File: config.mk
export PLATFORM = sky130hd
export DESIGN_NAME = line_rasterizer_top
export DESIGN_NICKNAME = d
export VERILOG_FILES = /design/src/rtl/lr_pkg.sv /design/src/rtl/line_rasterizer_top.sv /design/src/rtl/lr_front.sv /design/src/rtl/lr_queue.sv /design/src/rtl/lr_back.sv
export SDC_FILE = /design/constraint.sdc
export NUM_CORES = 1
export LEC_CHECK = 0
export BUFFER_PORTS_ARGS = -buffer_cell sky130_fd_sc_hd__clkbuf_2
export CAP_MARGIN = 20
export CORE_UTILIZATION = 40
export CTS_CLUSTER_SIZE = 30
export DETAILED_ROUTE_END_ITERATION = 7
export SETUP_SLACK_MARGIN = 0.3
export SYNTH_ARGS = -nofsm -noshare
export SYNTH_HDL_FRONTEND = slang
export SYNTH_SLANG_ARGS = --single-unit
File: constraint.sdc
create_clock -name clock -period 18.8 [get_ports clock]
set_input_delay 3.76 -clock clock [delete_from_list [all_inputs] [get_ports clock]]
set_output_delay 3.76 -clock clock [all_outputs]
set_load 0.02 [all_outputs]
File: src/rtl/lr_pkg.sv
// Shared definitions for the line rasterizer.
// Holds operation codes, register addresses, reset values and the canvas type.
// No dependencies.
package lr_pkg;

   localparam int CANVAS_BITS = 11;
   localparam int CSR_DATA_BITS = 32;
   localparam int CSR_ADDR_BITS = 3;
   localparam int QUEUE_DEPTH = 2;

   localparam logic OP_LOAD = 1'b0;
   localparam logic OP_ADVANCE = 1'b1;

   localparam logic REG_CANVAS_WIDTH = 1'b0;
   localparam logic REG_CANVAS_HEIGHT = 1'b1;

   localparam logic [CANVAS_BITS-1:0] CANVAS_RESET = 11'd800;

   typedef struct packed {
      logic [CANVAS_BITS-1:0] width;
      logic [CANVAS_BITS-1:0] height;
   } canvas_type;

endpackage

File: src/rtl/line_rasterizer_top.sv
// Top level of the Bresenham line rasterizer.
// Holds the canvas registers and connects front end, queue and pixel walker.
// Depends on lr_pkg, lr_front, lr_queue and lr_back.
//
// Usage:
// The request stream carries one command per transfer. req_tuser is the
// operation: load takes the two endpoints in req_tdata and emits the first
// pixel, advance emits the next pixel of the active line. Every request gives
// exactly one response transfer. rsp_tdata holds the pixel, rsp_tuser[0]
// says a pixel was produced, rsp_tuser[1] says it lies inside the canvas,
// and rsp_tlast marks the exact endpoint of the line.
// The canvas size is written through the CSR port; the user must do so only
// while the block is idle, since the block itself does not enforce this. An
// accepted request is written into the queue and then popped into the response
// register. One request is accepted and one response is produced per cycle
// while the receiver does not stall; the rate is set by the pixel walker, whose
// step is combinational. When the receiver stalls, the response register holds
// and the two-entry queue fills, after which req_tready drops until responses
// drain. Reset clears the active line, empties the queue and sets both canvas
// registers to 800.
module line_rasterizer_top #(
   parameter int COORD_BITS = 12,
   localparam int IN_W = ((4 * COORD_BITS + 7) / 8) * 8,
   localparam int OUT_W = ((2 * COORD_BITS + 7) / 8) * 8
) (
   input  logic                              clock,
   input  logic                              reset,
   input  logic                              req_tvalid,
   output logic                              req_tready,
   // start_x, start_y, end_x, end_y
   input  logic [IN_W-1:0]                   req_tdata,
   // operation
   input  logic                              req_tuser,
   output logic                              rsp_tvalid,
   input  logic                              rsp_tready,
   // pixel_x, pixel_y
   output logic [OUT_W-1:0]                  rsp_tdata,
   // valid_res, inside_res
   output logic [1:0]                        rsp_tuser,
   output logic                              rsp_tlast,
   input  logic                              csr_psel,
   input  logic                              csr_penable,
   input  logic                              csr_pwrite,
   input  logic [lr_pkg::CSR_ADDR_BITS-1:0]  csr_paddr,
   input  logic [lr_pkg::CSR_DATA_BITS-1:0]  csr_pwdata,
   output logic [lr_pkg::CSR_DATA_BITS-1:0]  csr_prdata,
   output logic                              csr_pready
);
   import lr_pkg::*;

   localparam int ENTRY_W = 7 * COORD_BITS + 8;

   canvas_type canvas_ff;
   logic csr_write;
   logic queue_full, queue_empty, queue_push, queue_pop;
   logic [ENTRY_W-1:0] push_entry, pop_entry;

   assign csr_pready = 1'b1;
   assign csr_write = csr_psel && csr_penable && csr_pwrite && csr_pready;

   always_ff @(posedge clock) begin
      if (reset) begin
         canvas_ff.width <= CANVAS_RESET;
         canvas_ff.height <= CANVAS_RESET;
      end else if (csr_write) begin
         unique case (csr_paddr[2])
            REG_CANVAS_WIDTH: begin
               canvas_ff.width <= csr_pwdata[CANVAS_BITS-1:0];
            end
            REG_CANVAS_HEIGHT: begin
               canvas_ff.height <= csr_pwdata[CANVAS_BITS-1:0];
            end
            default: begin
            end
         endcase
      end
   end

   assign csr_prdata = (csr_paddr[2] == REG_CANVAS_HEIGHT)
      ? CSR_DATA_BITS'(canvas_ff.height) : CSR_DATA_BITS'(canvas_ff.width);

   lr_front #(.COORD_BITS(COORD_BITS)) u_front (
      .req_tvalid  (req_tvalid),
      .req_tready  (req_tready),
      .req_tdata   (req_tdata),
      .req_tuser   (req_tuser),
      .queue_full  (queue_full),
      .queue_push  (queue_push),
      .queue_entry (push_entry)
   );

   lr_queue #(.WIDTH(ENTRY_W), .DEPTH(QUEUE_DEPTH)) u_queue (
      .clock     (clock),
      .reset     (reset),
      .push      (queue_push),
      .push_data (push_entry),
      .pop       (queue_pop),
      .pop_data  (pop_entry),
      .empty     (queue_empty),
      .full      (queue_full)
   );

   lr_back #(.COORD_BITS(COORD_BITS)) u_back (
      .clock       (clock),
      .reset       (reset),
      .canvas      (canvas_ff),
      .queue_empty (queue_empty),
      .queue_entry (pop_entry),
      .queue_pop   (queue_pop),
      .rsp_tvalid  (rsp_tvalid),
      .rsp_tready  (rsp_tready),
      .rsp_tdata   (rsp_tdata),
      .rsp_tuser   (rsp_tuser),
      .rsp_tlast   (rsp_tlast)
   );

endmodule

File: src/rtl/lr_front.sv
// Front end of the line rasterizer: accepts request transfers and classifies them.
// A load is turned into axis, direction, deltas and initial decision value.
// Depends on lr_pkg.
module lr_front #(
   parameter int COORD_BITS = 12,
   localparam int IN_W = ((4 * COORD_BITS + 7) / 8) * 8,
   localparam int ENTRY_W = 7 * COORD_BITS + 8
) (
   input  logic               req_tvalid,
   output logic               req_tready,
   input  logic [IN_W-1:0]    req_tdata,
   input  logic               req_tuser,
   input  logic               queue_full,
   output logic               queue_push,
   output logic [ENTRY_W-1:0] queue_entry
);
   import lr_pkg::*;

   localparam int C = COORD_BITS;

   typedef struct packed {
      logic                op;
      logic                steep;
      logic                neg;
      logic signed [C-1:0] sx;
      logic signed [C-1:0] sy;
      logic signed [C-1:0] fx;
      logic signed [C-1:0] fy;
      logic [C:0]          maj;
      logic [C:0]          mnr;
      logic signed [C+2:0] dec;
   } entry_type;

   entry_type entry;
   logic signed [C-1:0] in_sx, in_sy, in_ex, in_ey;
   logic signed [C:0] dx, dy, dmin;
   logic [C:0] adx, ady;
   logic swap;

   assign in_sx = req_tdata[C-1:0];
   assign in_sy = req_tdata[2*C-1:C];
   assign in_ex = req_tdata[3*C-1:2*C];
   assign in_ey = req_tdata[4*C-1:3*C];

   always_comb begin
      dx = {in_ex[C-1], in_ex} - {in_sx[C-1], in_sx};
      dy = {in_ey[C-1], in_ey} - {in_sy[C-1], in_sy};
      adx = dx[C] ? (C+1)'(-dx) : (C+1)'(dx);
      ady = dy[C] ? (C+1)'(-dy) : (C+1)'(dy);
      entry.op = req_tuser;
      entry.steep = ady > adx;
      swap = entry.steep ? dy[C] : dx[C];
      dmin = entry.steep ? dx : dy;
      entry.neg = (dmin[C] ^ swap) && (dmin != '0);
      entry.maj = entry.steep ? ady : adx;
      entry.mnr = entry.steep ? adx : ady;
      entry.sx = swap ? in_ex : in_sx;
      entry.sy = swap ? in_ey : in_sy;
      entry.fx = swap ? in_sx : in_ex;
      entry.fy = swap ? in_sy : in_ey;
      entry.dec = $signed({1'b0, entry.mnr, 1'b0}) - $signed({2'b00, entry.maj});
   end

   assign req_tready = !queue_full;
   assign queue_push = req_tvalid && !queue_full;
   assign queue_entry = entry;

endmodule

File: src/rtl/lr_queue.sv
// Short queue between the front end and the pixel walker.
// Register based, one push and one pop per cycle. No dependencies.
module lr_queue #(
   parameter int WIDTH = 8,
   parameter int DEPTH = 2
) (
   input  logic             clock,
   input  logic             reset,
   input  logic             push,
   input  logic [WIDTH-1:0] push_data,
   input  logic             pop,
   output logic [WIDTH-1:0] pop_data,
   output logic             empty,
   output logic             full
);
   localparam int PTR_W = (DEPTH > 1) ? $clog2(DEPTH) : 1;
   localparam int CNT_W = $clog2(DEPTH + 1);

   logic [WIDTH-1:0] slot_ff [DEPTH];
   logic [PTR_W-1:0] wr_ptr_ff, wr_ptr_in, rd_ptr_ff, rd_ptr_in;
   logic [CNT_W-1:0] count_ff, count_in;

   assign empty = count_ff == '0;
   assign full = count_ff == CNT_W'(DEPTH);
   assign pop_data = slot_ff[rd_ptr_ff];

   always_comb begin
      wr_ptr_in = wr_ptr_ff;
      rd_ptr_in = rd_ptr_ff;
      count_in = count_ff;
      if (push) begin
         wr_ptr_in = (wr_ptr_ff == PTR_W'(DEPTH - 1)) ? '0 : wr_ptr_ff + 1'b1;
      end
      if (pop) begin
         rd_ptr_in = (rd_ptr_ff == PTR_W'(DEPTH - 1)) ? '0 : rd_ptr_ff + 1'b1;
      end
      if (push && !pop) begin
         count_in = count_ff + 1'b1;
      end else if (pop && !push) begin
         count_in = count_ff - 1'b1;
      end
   end

   always_ff @(posedge clock) begin
      if (reset) begin
         wr_ptr_ff <= '0;
         rd_ptr_ff <= '0;
         count_ff <= '0;
      end else begin
         wr_ptr_ff <= wr_ptr_in;
         rd_ptr_ff <= rd_ptr_in;
         count_ff <= count_in;
      end
   end

   always_ff @(posedge clock) begin
      if (push) begin
         slot_ff[wr_ptr_ff] <= push_data;
      end
   end

   a_no_push_full: assert property (@(posedge clock) disable iff (reset)
      full |-> !push) else $error("queue push while full");
   a_no_pop_empty: assert property (@(posedge clock) disable iff (reset)
      empty |-> !pop) else $error("queue pop while empty");
   a_count_bound: assert property (@(posedge clock) disable iff (reset)
      count_ff <= CNT_W'(DEPTH)) else $error("queue count overflow");

endmodule

File: src/rtl/lr_back.sv
// Back end of the line rasterizer: walks the active line one pixel per command.
// Holds the line state and the registered response stage. Depends on lr_pkg.
module lr_back #(
   parameter int COORD_BITS = 12,
   localparam int OUT_W = ((2 * COORD_BITS + 7) / 8) * 8,
   localparam int ENTRY_W = 7 * COORD_BITS + 8
) (
   input  logic               clock,
   input  logic               reset,
   input  lr_pkg::canvas_type canvas,
   input  logic               queue_empty,
   input  logic [ENTRY_W-1:0] queue_entry,
   output logic               queue_pop,
   output logic               rsp_tvalid,
   input  logic               rsp_tready,
   output logic [OUT_W-1:0]   rsp_tdata,
   output logic [1:0]         rsp_tuser,
   output logic               rsp_tlast
);
   import lr_pkg::*;

   localparam int C = COORD_BITS;
   localparam int CW = (C > CANVAS_BITS) ? C : CANVAS_BITS;

   typedef struct packed {
      logic                op;
      logic                steep;
      logic                neg;
      logic signed [C-1:0] sx;
      logic signed [C-1:0] sy;
      logic signed [C-1:0] fx;
      logic signed [C-1:0] fy;
      logic [C:0]          maj;
      logic [C:0]          mnr;
      logic signed [C+2:0] dec;
   } entry_type;

   entry_type cmd;
   logic is_load;

   logic active_ff, active_in;
   logic steep_ff, steep_in;
   logic neg_ff, neg_in;
   logic signed [C-1:0] cur_x_ff, cur_x_in, cur_y_ff, cur_y_in;
   logic signed [C-1:0] fin_x_ff, fin_x_in, fin_y_ff, fin_y_in;
   logic signed [C+2:0] dec_ff, dec_in;
   logic [C:0] maj_ff, maj_in, mnr_ff, mnr_in, rem_ff, rem_in;

   logic out_valid_ff;
   logic [OUT_W-1:0] out_data_ff, out_data_in;
   logic [1:0] out_user_ff, out_user_in;
   logic out_last_ff, out_last_in;

   logic signed [C-1:0] px, py, step;
   logic pix_valid, pix_inside, pix_last, dec_pos;

   assign cmd = queue_entry;
   assign is_load = cmd.op == OP_LOAD;
   assign queue_pop = !queue_empty && (!out_valid_ff || rsp_tready);

   always_comb begin
      active_in = is_load || active_ff;
      steep_in = is_load ? cmd.steep : steep_ff;
      neg_in = is_load ? cmd.neg : neg_ff;
      cur_x_in = is_load ? cmd.sx : cur_x_ff;
      cur_y_in = is_load ? cmd.sy : cur_y_ff;
      fin_x_in = is_load ? cmd.fx : fin_x_ff;
      fin_y_in = is_load ? cmd.fy : fin_y_ff;
      maj_in = is_load ? cmd.maj : maj_ff;
      mnr_in = is_load ? cmd.mnr : mnr_ff;
      dec_in = is_load ? cmd.dec : dec_ff;
      rem_in = is_load ? cmd.maj : rem_ff;
      step = neg_in ? -C'(1) : C'(1);
      dec_pos = !dec_in[C+2] && (dec_in != '0);
      px = '0;
      py = '0;
      pix_valid = 1'b0;
      pix_last = 1'b0;
      if (!active_in) begin
         pix_valid = 1'b0;
      end else if (rem_in == '0) begin
         pix_valid = 1'b1;
         pix_last = 1'b1;
         px = fin_x_in;
         py = fin_y_in;
         active_in = 1'b0;
      end else begin
         pix_valid = 1'b1;
         px = cur_x_in;
         py = cur_y_in;
         if (dec_pos) begin
            if (steep_in) begin
               cur_x_in = cur_x_in + step;
            end else begin
               cur_y_in = cur_y_in + step;
            end
            dec_in = dec_in + $signed({1'b0, mnr_in, 1'b0}) - $signed({1'b0, maj_in, 1'b0});
         end else begin
            dec_in = dec_in + $signed({1'b0, mnr_in, 1'b0});
         end
         if (steep_in) begin
            cur_y_in = cur_y_in + C'(1);
         end else begin
            cur_x_in = cur_x_in + C'(1);
         end
         rem_in = rem_in - 1'b1;
      end
      pix_inside = pix_valid && !px[C-1] && !py[C-1]
         && (CW'(unsigned'(px)) < CW'(canvas.width))
         && (CW'(unsigned'(py)) < CW'(canvas.height));
      out_data_in = '0;
      out_data_in[2*C-1:0] = {py, px};
      out_user_in = {pix_inside, pix_valid};
      out_last_in = pix_last;
   end

   always_ff @(posedge clock) begin
      if (reset) begin
         active_ff <= 1'b0;
         out_valid_ff <= 1'b0;
      end else begin
         if (queue_pop) begin
            active_ff <= active_in;
            out_valid_ff <= 1'b1;
         end else if (rsp_tready) begin
            out_valid_ff <= 1'b0;
         end
      end
   end

   always_ff @(posedge clock) begin
      if (queue_pop) begin
         steep_ff <= steep_in;
         neg_ff <= neg_in;
         cur_x_ff <= cur_x_in;
         cur_y_ff <= cur_y_in;
         fin_x_ff <= fin_x_in;
         fin_y_ff <= fin_y_in;
         maj_ff <= maj_in;
         mnr_ff <= mnr_in;
         dec_ff <= dec_in;
         rem_ff <= rem_in;
         out_data_ff <= out_data_in;
         out_user_ff <= out_user_in;
         out_last_ff <= out_last_in;
      end
   end

   assign rsp_tvalid = out_valid_ff;
   assign rsp_tdata = out_data_ff;
   assign rsp_tuser = out_user_ff;
   assign rsp_tlast = out_last_ff;

   a_last_ends_line: assert property (@(posedge clock) disable iff (reset)
      queue_pop && pix_last |=> !active_ff) else $error("line still active after last");
   a_last_is_pixel: assert property (@(posedge clock) disable iff (reset)
      out_valid_ff && out_last_ff |-> out_user_ff[0]) else $error("last without pixel");
   a_idle_zero: assert property (@(posedge clock) disable iff (reset)
      out_valid_ff && !out_user_ff[0] |-> (out_data_ff == '0) && !out_last_ff
      && !out_user_ff[1]) else $error("no-pixel response carries data");

endmodule

==> flow_metrics.py, run 1 <==
metrics = {
    "sta": {
        "setup_violations": 0,
        "fmax_mhz": 83.5,
        "drv_slew": 0,
        "period_share": 0.637,
        "finalHoldViolations": 0,
        "rsz0062_at_grt": "false",
        "tightest_slew_ps": 1230,
        "setup_tns_ps": 0,
        "fin_crit_ps": 11970,
        "clock_skew_ps": 35.6,
        "maxSlewHeadroom": 0.174,
    },
    "synth": {
        "synthCells": 2007,
        "synthAdderAreaFrac": 0.0792,
        "ys_warn_count": 0,
        "synth_edf_count": 313,
        "async_flop_share": 0,
        "seq_area_frac_synth": 0.477,
        "synth_compound_area_frac": 0.133,
        "ys_types": 79,
        "synthXorXnorAreaFrac": 0.0473,
        "synth-seq-cells": 342,
        "syn_area_um2": 20900,
        "ys.flop_type": "edfxtp_1",
        "synth_top_family_by_area": "compound AO/OA/AOI/OAI gates",
        "synthMuxAreaShare": 0.106,
        "syn_avg_cell_area_um2": 10.4,
        "synth_simple_gate_area_share": 0.108,
    },
    "route": {
        "final_antenna_net_count": 0,
        "first_pass_iters": 5,
        "route.vias.total": 14881,
        "avgViaCountPerCell": 5.30,
        "wl_per_cell_um": 18.3,
        "route.detailed.drc": 0,
        "wl_um": 51200,
        "drtIter0Drc": 1070,
    },
    "global_routing": {
        "grt_pass1_vias": 14103,
        "antenna_found_initial": 0,
        "grt_max_degree": 142,
        "gr-total-overflow": 0,
        "grt_pass1_wl_um": 79100,
        "grt_usage": 0.190,
    },
    "clock_network": {
        "clk_pin_slew_ps": 60,
        "cts_buffers": 38,
        "cts_hold_buf": 0,
        "cts_setup_buffers": 0,
        "cts-resized-gates": 0,
        "clkSinkCount": 342,
        "cts_max_level": 2,
        "cts-root-buf": "clkbuf_16",
        "clock_path_buffers": 3,
        "clkLatencyLatePin_ps": 560,
        "tritoncts": "built",
    },
    "die": {
        "initial_core_util": 0.406,
        "die_x_um": 231,
        "fp.coreArea_um2": 51500,
        "row_count": 83,
        "die_h_um": 231,
        "ioPinCount": 153,
        "die-area_um2": 53200,
    },
    "flow_run": {
        "max_cap_violations": 0,
    },
    "cells_and_area": {
        "nNetsFinal": 2306,
        "fin_util": 0.454,
        "drive_gt1_frac": 0.107,
        "final.fill_count": 4836,
        "area_growth_pct": 11.8,
    },
    "worst_setup_path": {
        "r2r.worst_path.cells": 19,
        "path_class": "in2reg",
        "crit_fanout": 19,
        "max_stage_delay_ps": 830,
        "r2r-end": "u_back.cur_x_ff[10]$_DFFE_PP_",
        "crit_required_ps": 19150,
        "critPathCaptureType": "flop",
        "ff2ff_setup_slack_ps": 12670,
        "critPathArrivalTime_ps": 12320,
        "slowest_stage": "a31oi_2",
        "start_kind": "input pin",
    },
    "place": {
        "io_buffer_count": 107,
        "place.gp.congestion": 0.855,
        "post-dp-hpwl_um": 36900,
    },
    "min_path": {
        "min_from": "canvas_ff[15]$_SDFFE_PP0P_",
        "hold_depth": 2,
        "hold_path_end": "canvas_ff[15]$_SDFFE_PP0P_",
        "hold_path_class": "reg2reg",
    },
    "outcome": {
        "status": "finished clean",
    },
}
cell usage in the layout, fill, tap and decap left out, types with 22 or more instances in the layout:
cell,instances
xor2_1,40
mux2i_1,183
o21ai_0,103
nor3_1,23
nor2_1,200
inv_1,138
clkbuf_16,38
ha_1,118
nand2_1,175
xnor2_1,73
a21oi_1,169
edfxtp_1,313
dfxtp_1,28
a21o_1,45
conb_1,22
clkbuf_2,107
through the flow:
step / instance area [µm²] / std cells / hold WS [ps] / setup slack [ps]
6_report: 23400 / 2806 / 453 / 6830
3_3_place_gp: 22100 / 2729 / 443 / 6590
4_1_cts: 23300 / 2798 / 457 / 6880
3_5_place_dp: 22100 / 2729 / 448 / 6350
2_1_floorplan: 21000 / 2027 / 436 / 7700
5_1_grt: 23400 / 2799 / 477 / 6190
worst max-delay path, delay by kind of cell:
family	cells	cell delay, ps
simple gates	5	690
mux	2	680
fa+ha+maj	5	1540
buf+inv	4	310
compound gates	20	4950
xor+xnor	1	390
logic make-up after synthesis:
logic type,after synthesis
DFF,342
buffers and inverters,242
other,2
and+or+nand+nor,515
adders and majority gates,129
xor gates and xnor gates,113
AOI/OAI and AO/OA,448
muxes,216
synthesized netlist by cell type (11+ instances only):
library cell / count / area share
mux2_2: 11 / 0.0059
a21o_1: 45 / 0.016
xnor2_1: 73 / 0.031
mux2_1: 20 / 0.011
nor2_1: 202 / 0.036
clkbuf_1: 47 / 0.0084
buf_4: 24 / 0.0086
nand3_1: 18 / 0.0043
inv_1: 138 / 0.025
nand2b_1: 14 / 0.0042
nor2b_1: 18 / 0.0054
a211o_1: 11 / 0.0046
a211oi_1: 17 / 0.0061
nand2_1: 175 / 0.031
edfxtp_1: 313 / 0.45
xor2_1: 40 / 0.017
nor3_1: 23 / 0.0055
nor4_1: 14 / 0.0042
o21ai_0: 103 / 0.025
a21oi_1: 170 / 0.041
ha_1: 118 / 0.071
buf_2: 24 / 0.0057
mux2i_1: 184 / 0.088
or3_1: 13 / 0.0039
a31oi_1: 11 / 0.0033
o21bai_1: 20 / 0.0072
dfxtp_1: 29 / 0.028
per-layer routing:
layer / up-vias / track usage / share of wire
met3: 57 / 0.0203 / 0.044
met5: - / 0 / 0
met4: 0 / 0.0528 / 0.023
met1: 7102 / 0.286 / 0.51
met2: 353 / 0.287 / 0.43
li1: 7369 / - / -
flip-flops by register name (all words and copies together), names as in the netlist, 2 cells and up, named ones only:
name and count:
u_back.dec_ff 15, u_queue.count_ff 2, u_back.rem_ff 13, u_back.fin_x_ff 12
u_back.rsp_tdata 24, canvas_ff 22, u_back.rsp_tuser 2, u_back.cur_y_ff 12
u_back.maj_ff 13, u_back.cur_x_ff 12, u_queue.slot_ff 182, u_back.mnr_ff 13
u_back.fin_y_ff 12
cell type report:
class | count | area [µm²] | area share
tap | 680 | 851 | 0.0364
multi-input combinational | 1443 | 10100 | 0.430
clock buffer | 43 | 970 | 0.0415
timing repair buffer | 126 | 711 | 0.0304
antenna | 7 | 17.5 | 0.000749
clock inverter | 26 | 275 | 0.0118
inverter | 139 | 522 | 0.0223
sequential | 342 | 9980 | 0.427
how the worst max path moves through the flow:
stage | startpoint | endpoint | slack, ps
after floorplan | req_tdata[36] | u_queue.slot_ff[0][14]$_DFFE_PP_ | 7700
after global placement | req_tdata[36] | u_queue.slot_ff[0][14]$_DFFE_PP_ | 6590
after detailed placement | req_tdata[36] | u_queue.slot_ff[0][14]$_DFFE_PP_ | 6350
after CTS | req_tdata[36] | u_queue.slot_ff[0][14]$_DFFE_PP_ | 6880
after global routing | req_tdata[36] | u_queue.slot_ff[0][14]$_DFFE_PP_ | 6190
final | req_tdata[36] | u_queue.slot_ff[0][14]$_DFFE_PP_ | 6830
Power of run 1 is not shown: default switching activity piles up to over one toggle a cycle in this logic, so the estimate is an artifact.
==> inputs of run 2 (changes only) <==
ABC_AREA = 1   (was not set)
clock period = 11.5 ns   (was 18.8 ns; I/O delays follow)
==> flow_metrics.py, run 2 <==
metrics = {
    "outcome": {
        "status": "finished clean",
    },
    "clock_network": {
        "cts-resized-gates": 0,
        "cts_buffers": 38,
        "cts_setup_buffers": 0,
        "clkSinkCount": 342,
        "cts_hold_buf": 0,
        "clk_pin_slew_ps": 60,
        "tritoncts": "built",
        "clkLatencyLatePin_ps": 560,
        "cts_max_level": 2,
        "cts-root-buf": "clkbuf_16",
        "clock_path_buffers": 3,
    },
    "sta": {
        "maxSlewHeadroom": 0.247,
        "rsz0062_at_grt": "false",
        "fin_ws_ps": 2680,
        "setup_violations": 0,
        "finalHoldViolations": 0,
        "drv_slew": 0,
        "fmax_mhz": 113,
        "clock_skew_ps": 32.6,
        "tightest_slew_ps": 1120,
        "setup_tns_ps": 0,
        "fin_crit_ps": 8820,
        "hold_ws_ps": 466,
        "period_share": 0.767,
    },
    "worst_setup_path": {
        "path_class": "in2reg",
        "crit_required_ps": 11800,
        "startpoint": "req_tdata[36]",
        "max_stage_delay_ps": 450,
        "ff2ff_setup_slack_ps": 5050,
        "critPathArrivalTime_ps": 9120,
        "slowest_stage": "fa_1",
        "r2r.worst_path.cells": 29,
        "critPathCaptureType": "flop",
        "crit_path_frequent_cell": "nand2_1",
        "crit_fanout": 46,
        "start_kind": "input pin",
        "crit_end": "u_queue.slot_ff[1][12]$_DFFE_PP_",
        "r2r-end": "u_back.cur_y_ff[11]$_DFFE_PP_",
    },
    "cells_and_area": {
        "final.fill_count": 4980,
        "seq_area_um2": 9980,
        "mostFrequentLayoutCell": "nand2_1",
        "largest_reg_flops": 182,
        "nNetsFinal": 2721,
        "drive_gt1_frac": 0.108,
        "multi_input_area_um2": 9310,
        "registers.top_by_ff_count": "u_queue.slot_ff",
        "final_cell_mix": "nand2_1 (540), edfxtp_1 (313), inv_1 (304)",
        "area_growth_pct": 11.3,
    },
    "flow_run": {
        "max_cap_violations": 0,
    },
    "synth": {
        "synthCells": 2429,
        "yosys-top-cells-count": "nand2_1 (541), edfxtp_1 (313), inv_1 (304)",
        "async_flop_share": 0,
        "syn_avg_cell_area_um2": 8.62,
        "synth-seq-cells": 342,
        "synth.top_cells.by_area": "edfxtp_1 (45%), nand2_1 (9.7%), ha_1 (7.1%)",
        "synth_top_cell_by_area": "edfxtp_1",
        "syn_area_um2": 20900,
        "yosysMostFrequentCell": "nand2_1",
        "ys.flop_type": "edfxtp_1",
        "synth_top_area_share": 0.449,
        "synth_edf_count": 313,
        "ys_types": 57,
        "ys_warn_count": 0,
        "seq_area_frac_synth": 0.477,
    },
    "place": {
        "post-dp-hpwl_um": 39600,
        "io_buffer_count": 107,
        "place.gp.congestion": 0.886,
        "pre_cts_slack_ps": 2090,
    },
    "global_routing": {
        "gr-total-overflow": 0,
        "grt_max_degree": 97,
        "grt_usage": 0.204,
        "grt_pass1_vias": 15410,
        "antenna_found_initial": 2,
        "grt_pass1_wl_um": 84700,
    },
    "route": {
        "drtIter0Drc": 1345,
        "route.detailed.drc": 0,
        "final_antenna_net_count": 0,
        "avgViaCountPerCell": 5.07,
        "route.vias.total": 16279,
        "first_pass_iters": 5,
        "wl_um": 54100,
        "wl_per_cell_um": 16.8,
    },
    "die": {
        "ioPinCount": 153,
        "row_count": 83,
        "initial_core_util": 0.407,
        "fp.coreArea_um2": 51500,
        "die_x_um": 231,
        "die_h_um": 231,
        "die-area_um2": 53300,
    },
    "min_path": {
        "hold_path_class": "reg2reg",
    },
}
-- run 2: cell count changes after synthesis, moves of 26 or more --
cell | previous run | this run
mux2i_1 | 184 | 2
o21ai_1 | 2 | 30
nand2_1 | 175 | 541
xnor2_1 | 73 | 29
inv_1 | 138 | 304
nand3_1 | 18 | 71
nor2_1 | 202 | 228
a21o_1 | 45 | 5
a31oi_1 | 11 | 41
o21ai_0 | 103 | 212
-- run 2: final cells by class --
| class | instances | area share |
|---|---|---|
| multi-input combinational | 1682 | 0.399 |
| antenna | 1 | 0.000107 |
| clock buffer | 43 | 0.0429 |
| tap | 680 | 0.0365 |
| timing repair buffer | 121 | 0.0275 |
| sequential | 342 | 0.428 |
| clock inverter | 25 | 0.0139 |
| inverter | 320 | 0.0516 |
-- run 2: how the worst min path moves through the flow --
stage	startpoint	slack [ps]	endpoint	cells past startpoint
after detailed placement	u_queue.rd_ptr_ff$_SDFFE_PP0P_	450	u_queue.rd_ptr_ff$_SDFFE_PP0P_	1
after CTS	u_queue.rd_ptr_ff$_SDFFE_PP0P_	460	u_queue.rd_ptr_ff$_SDFFE_PP0P_	1
after global routing	u_queue.rd_ptr_ff$_SDFFE_PP0P_	490	u_queue.rd_ptr_ff$_SDFFE_PP0P_	1
final	u_queue.rd_ptr_ff$_SDFFE_PP0P_	470	u_queue.rd_ptr_ff$_SDFFE_PP0P_	1
after floorplan	u_queue.rd_ptr_ff$_SDFFE_PP0P_	430	flop	1
after global placement	u_queue.rd_ptr_ff$_SDFFE_PP0P_	430	flop	1
-- run 2: through the flow --
| stage | std cells | util | instance area (µm²) |
|---|---|---|---|
| 2_1_floorplan | 2449 | - | 21000 |
| 3_3_place_gp | 3145 | 0.427 | 22000 |
| 3_5_place_dp | 3145 | 0.427 | 22000 |
| 4_1_cts | 3213 | 0.452 | 23300 |
| 5_1_grt | 3214 | 0.452 | 23300 |
| 6_report | 3214 | 0.452 | 23300 |
-- run 2: critical path, delay by kind of cell --
| family | cells | cell delay, ps |
|---|---|---|
| compound gates | 13 | 2100 |
| xor+xnor | 1 | 200 |
| fa+ha+maj | 4 | 1330 |
| buf+inv | 7 | 910 |
| simple gates | 16 | 2280 |
-- run 2: cells by family (layout without fill, tap and decap cells) --
family | count (synthesis) | count (layout) | share of synthesized area
and+or+nand+nor | 935 | 935 | 0.189
AOI/OAI and AO/OA | 507 | 507 | 0.133
buffers and inverters | 425 | 509 | 0.0846
DFF | 342 | 342 | 0.477
adders and majority gates | 125 | 125 | 0.0772
xor gates and xnor gates | 90 | 90 | 0.0380
muxes | 3 | 3 | 0.00149
other | 2 | 23 | 0.000359
-- run 2: routing by layer --
metal / up-vias / track usage / part of all wire
li1: 8265 / - / -
met2: 367 / 0.306 / 0.43
met1: 7570 / 0.301 / 0.50
met4: 0 / 0.0658 / 0.027
met5: - / 0 / 0
met3: 77 / 0.0283 / 0.049
Power of run 2 is left out for the same reason.
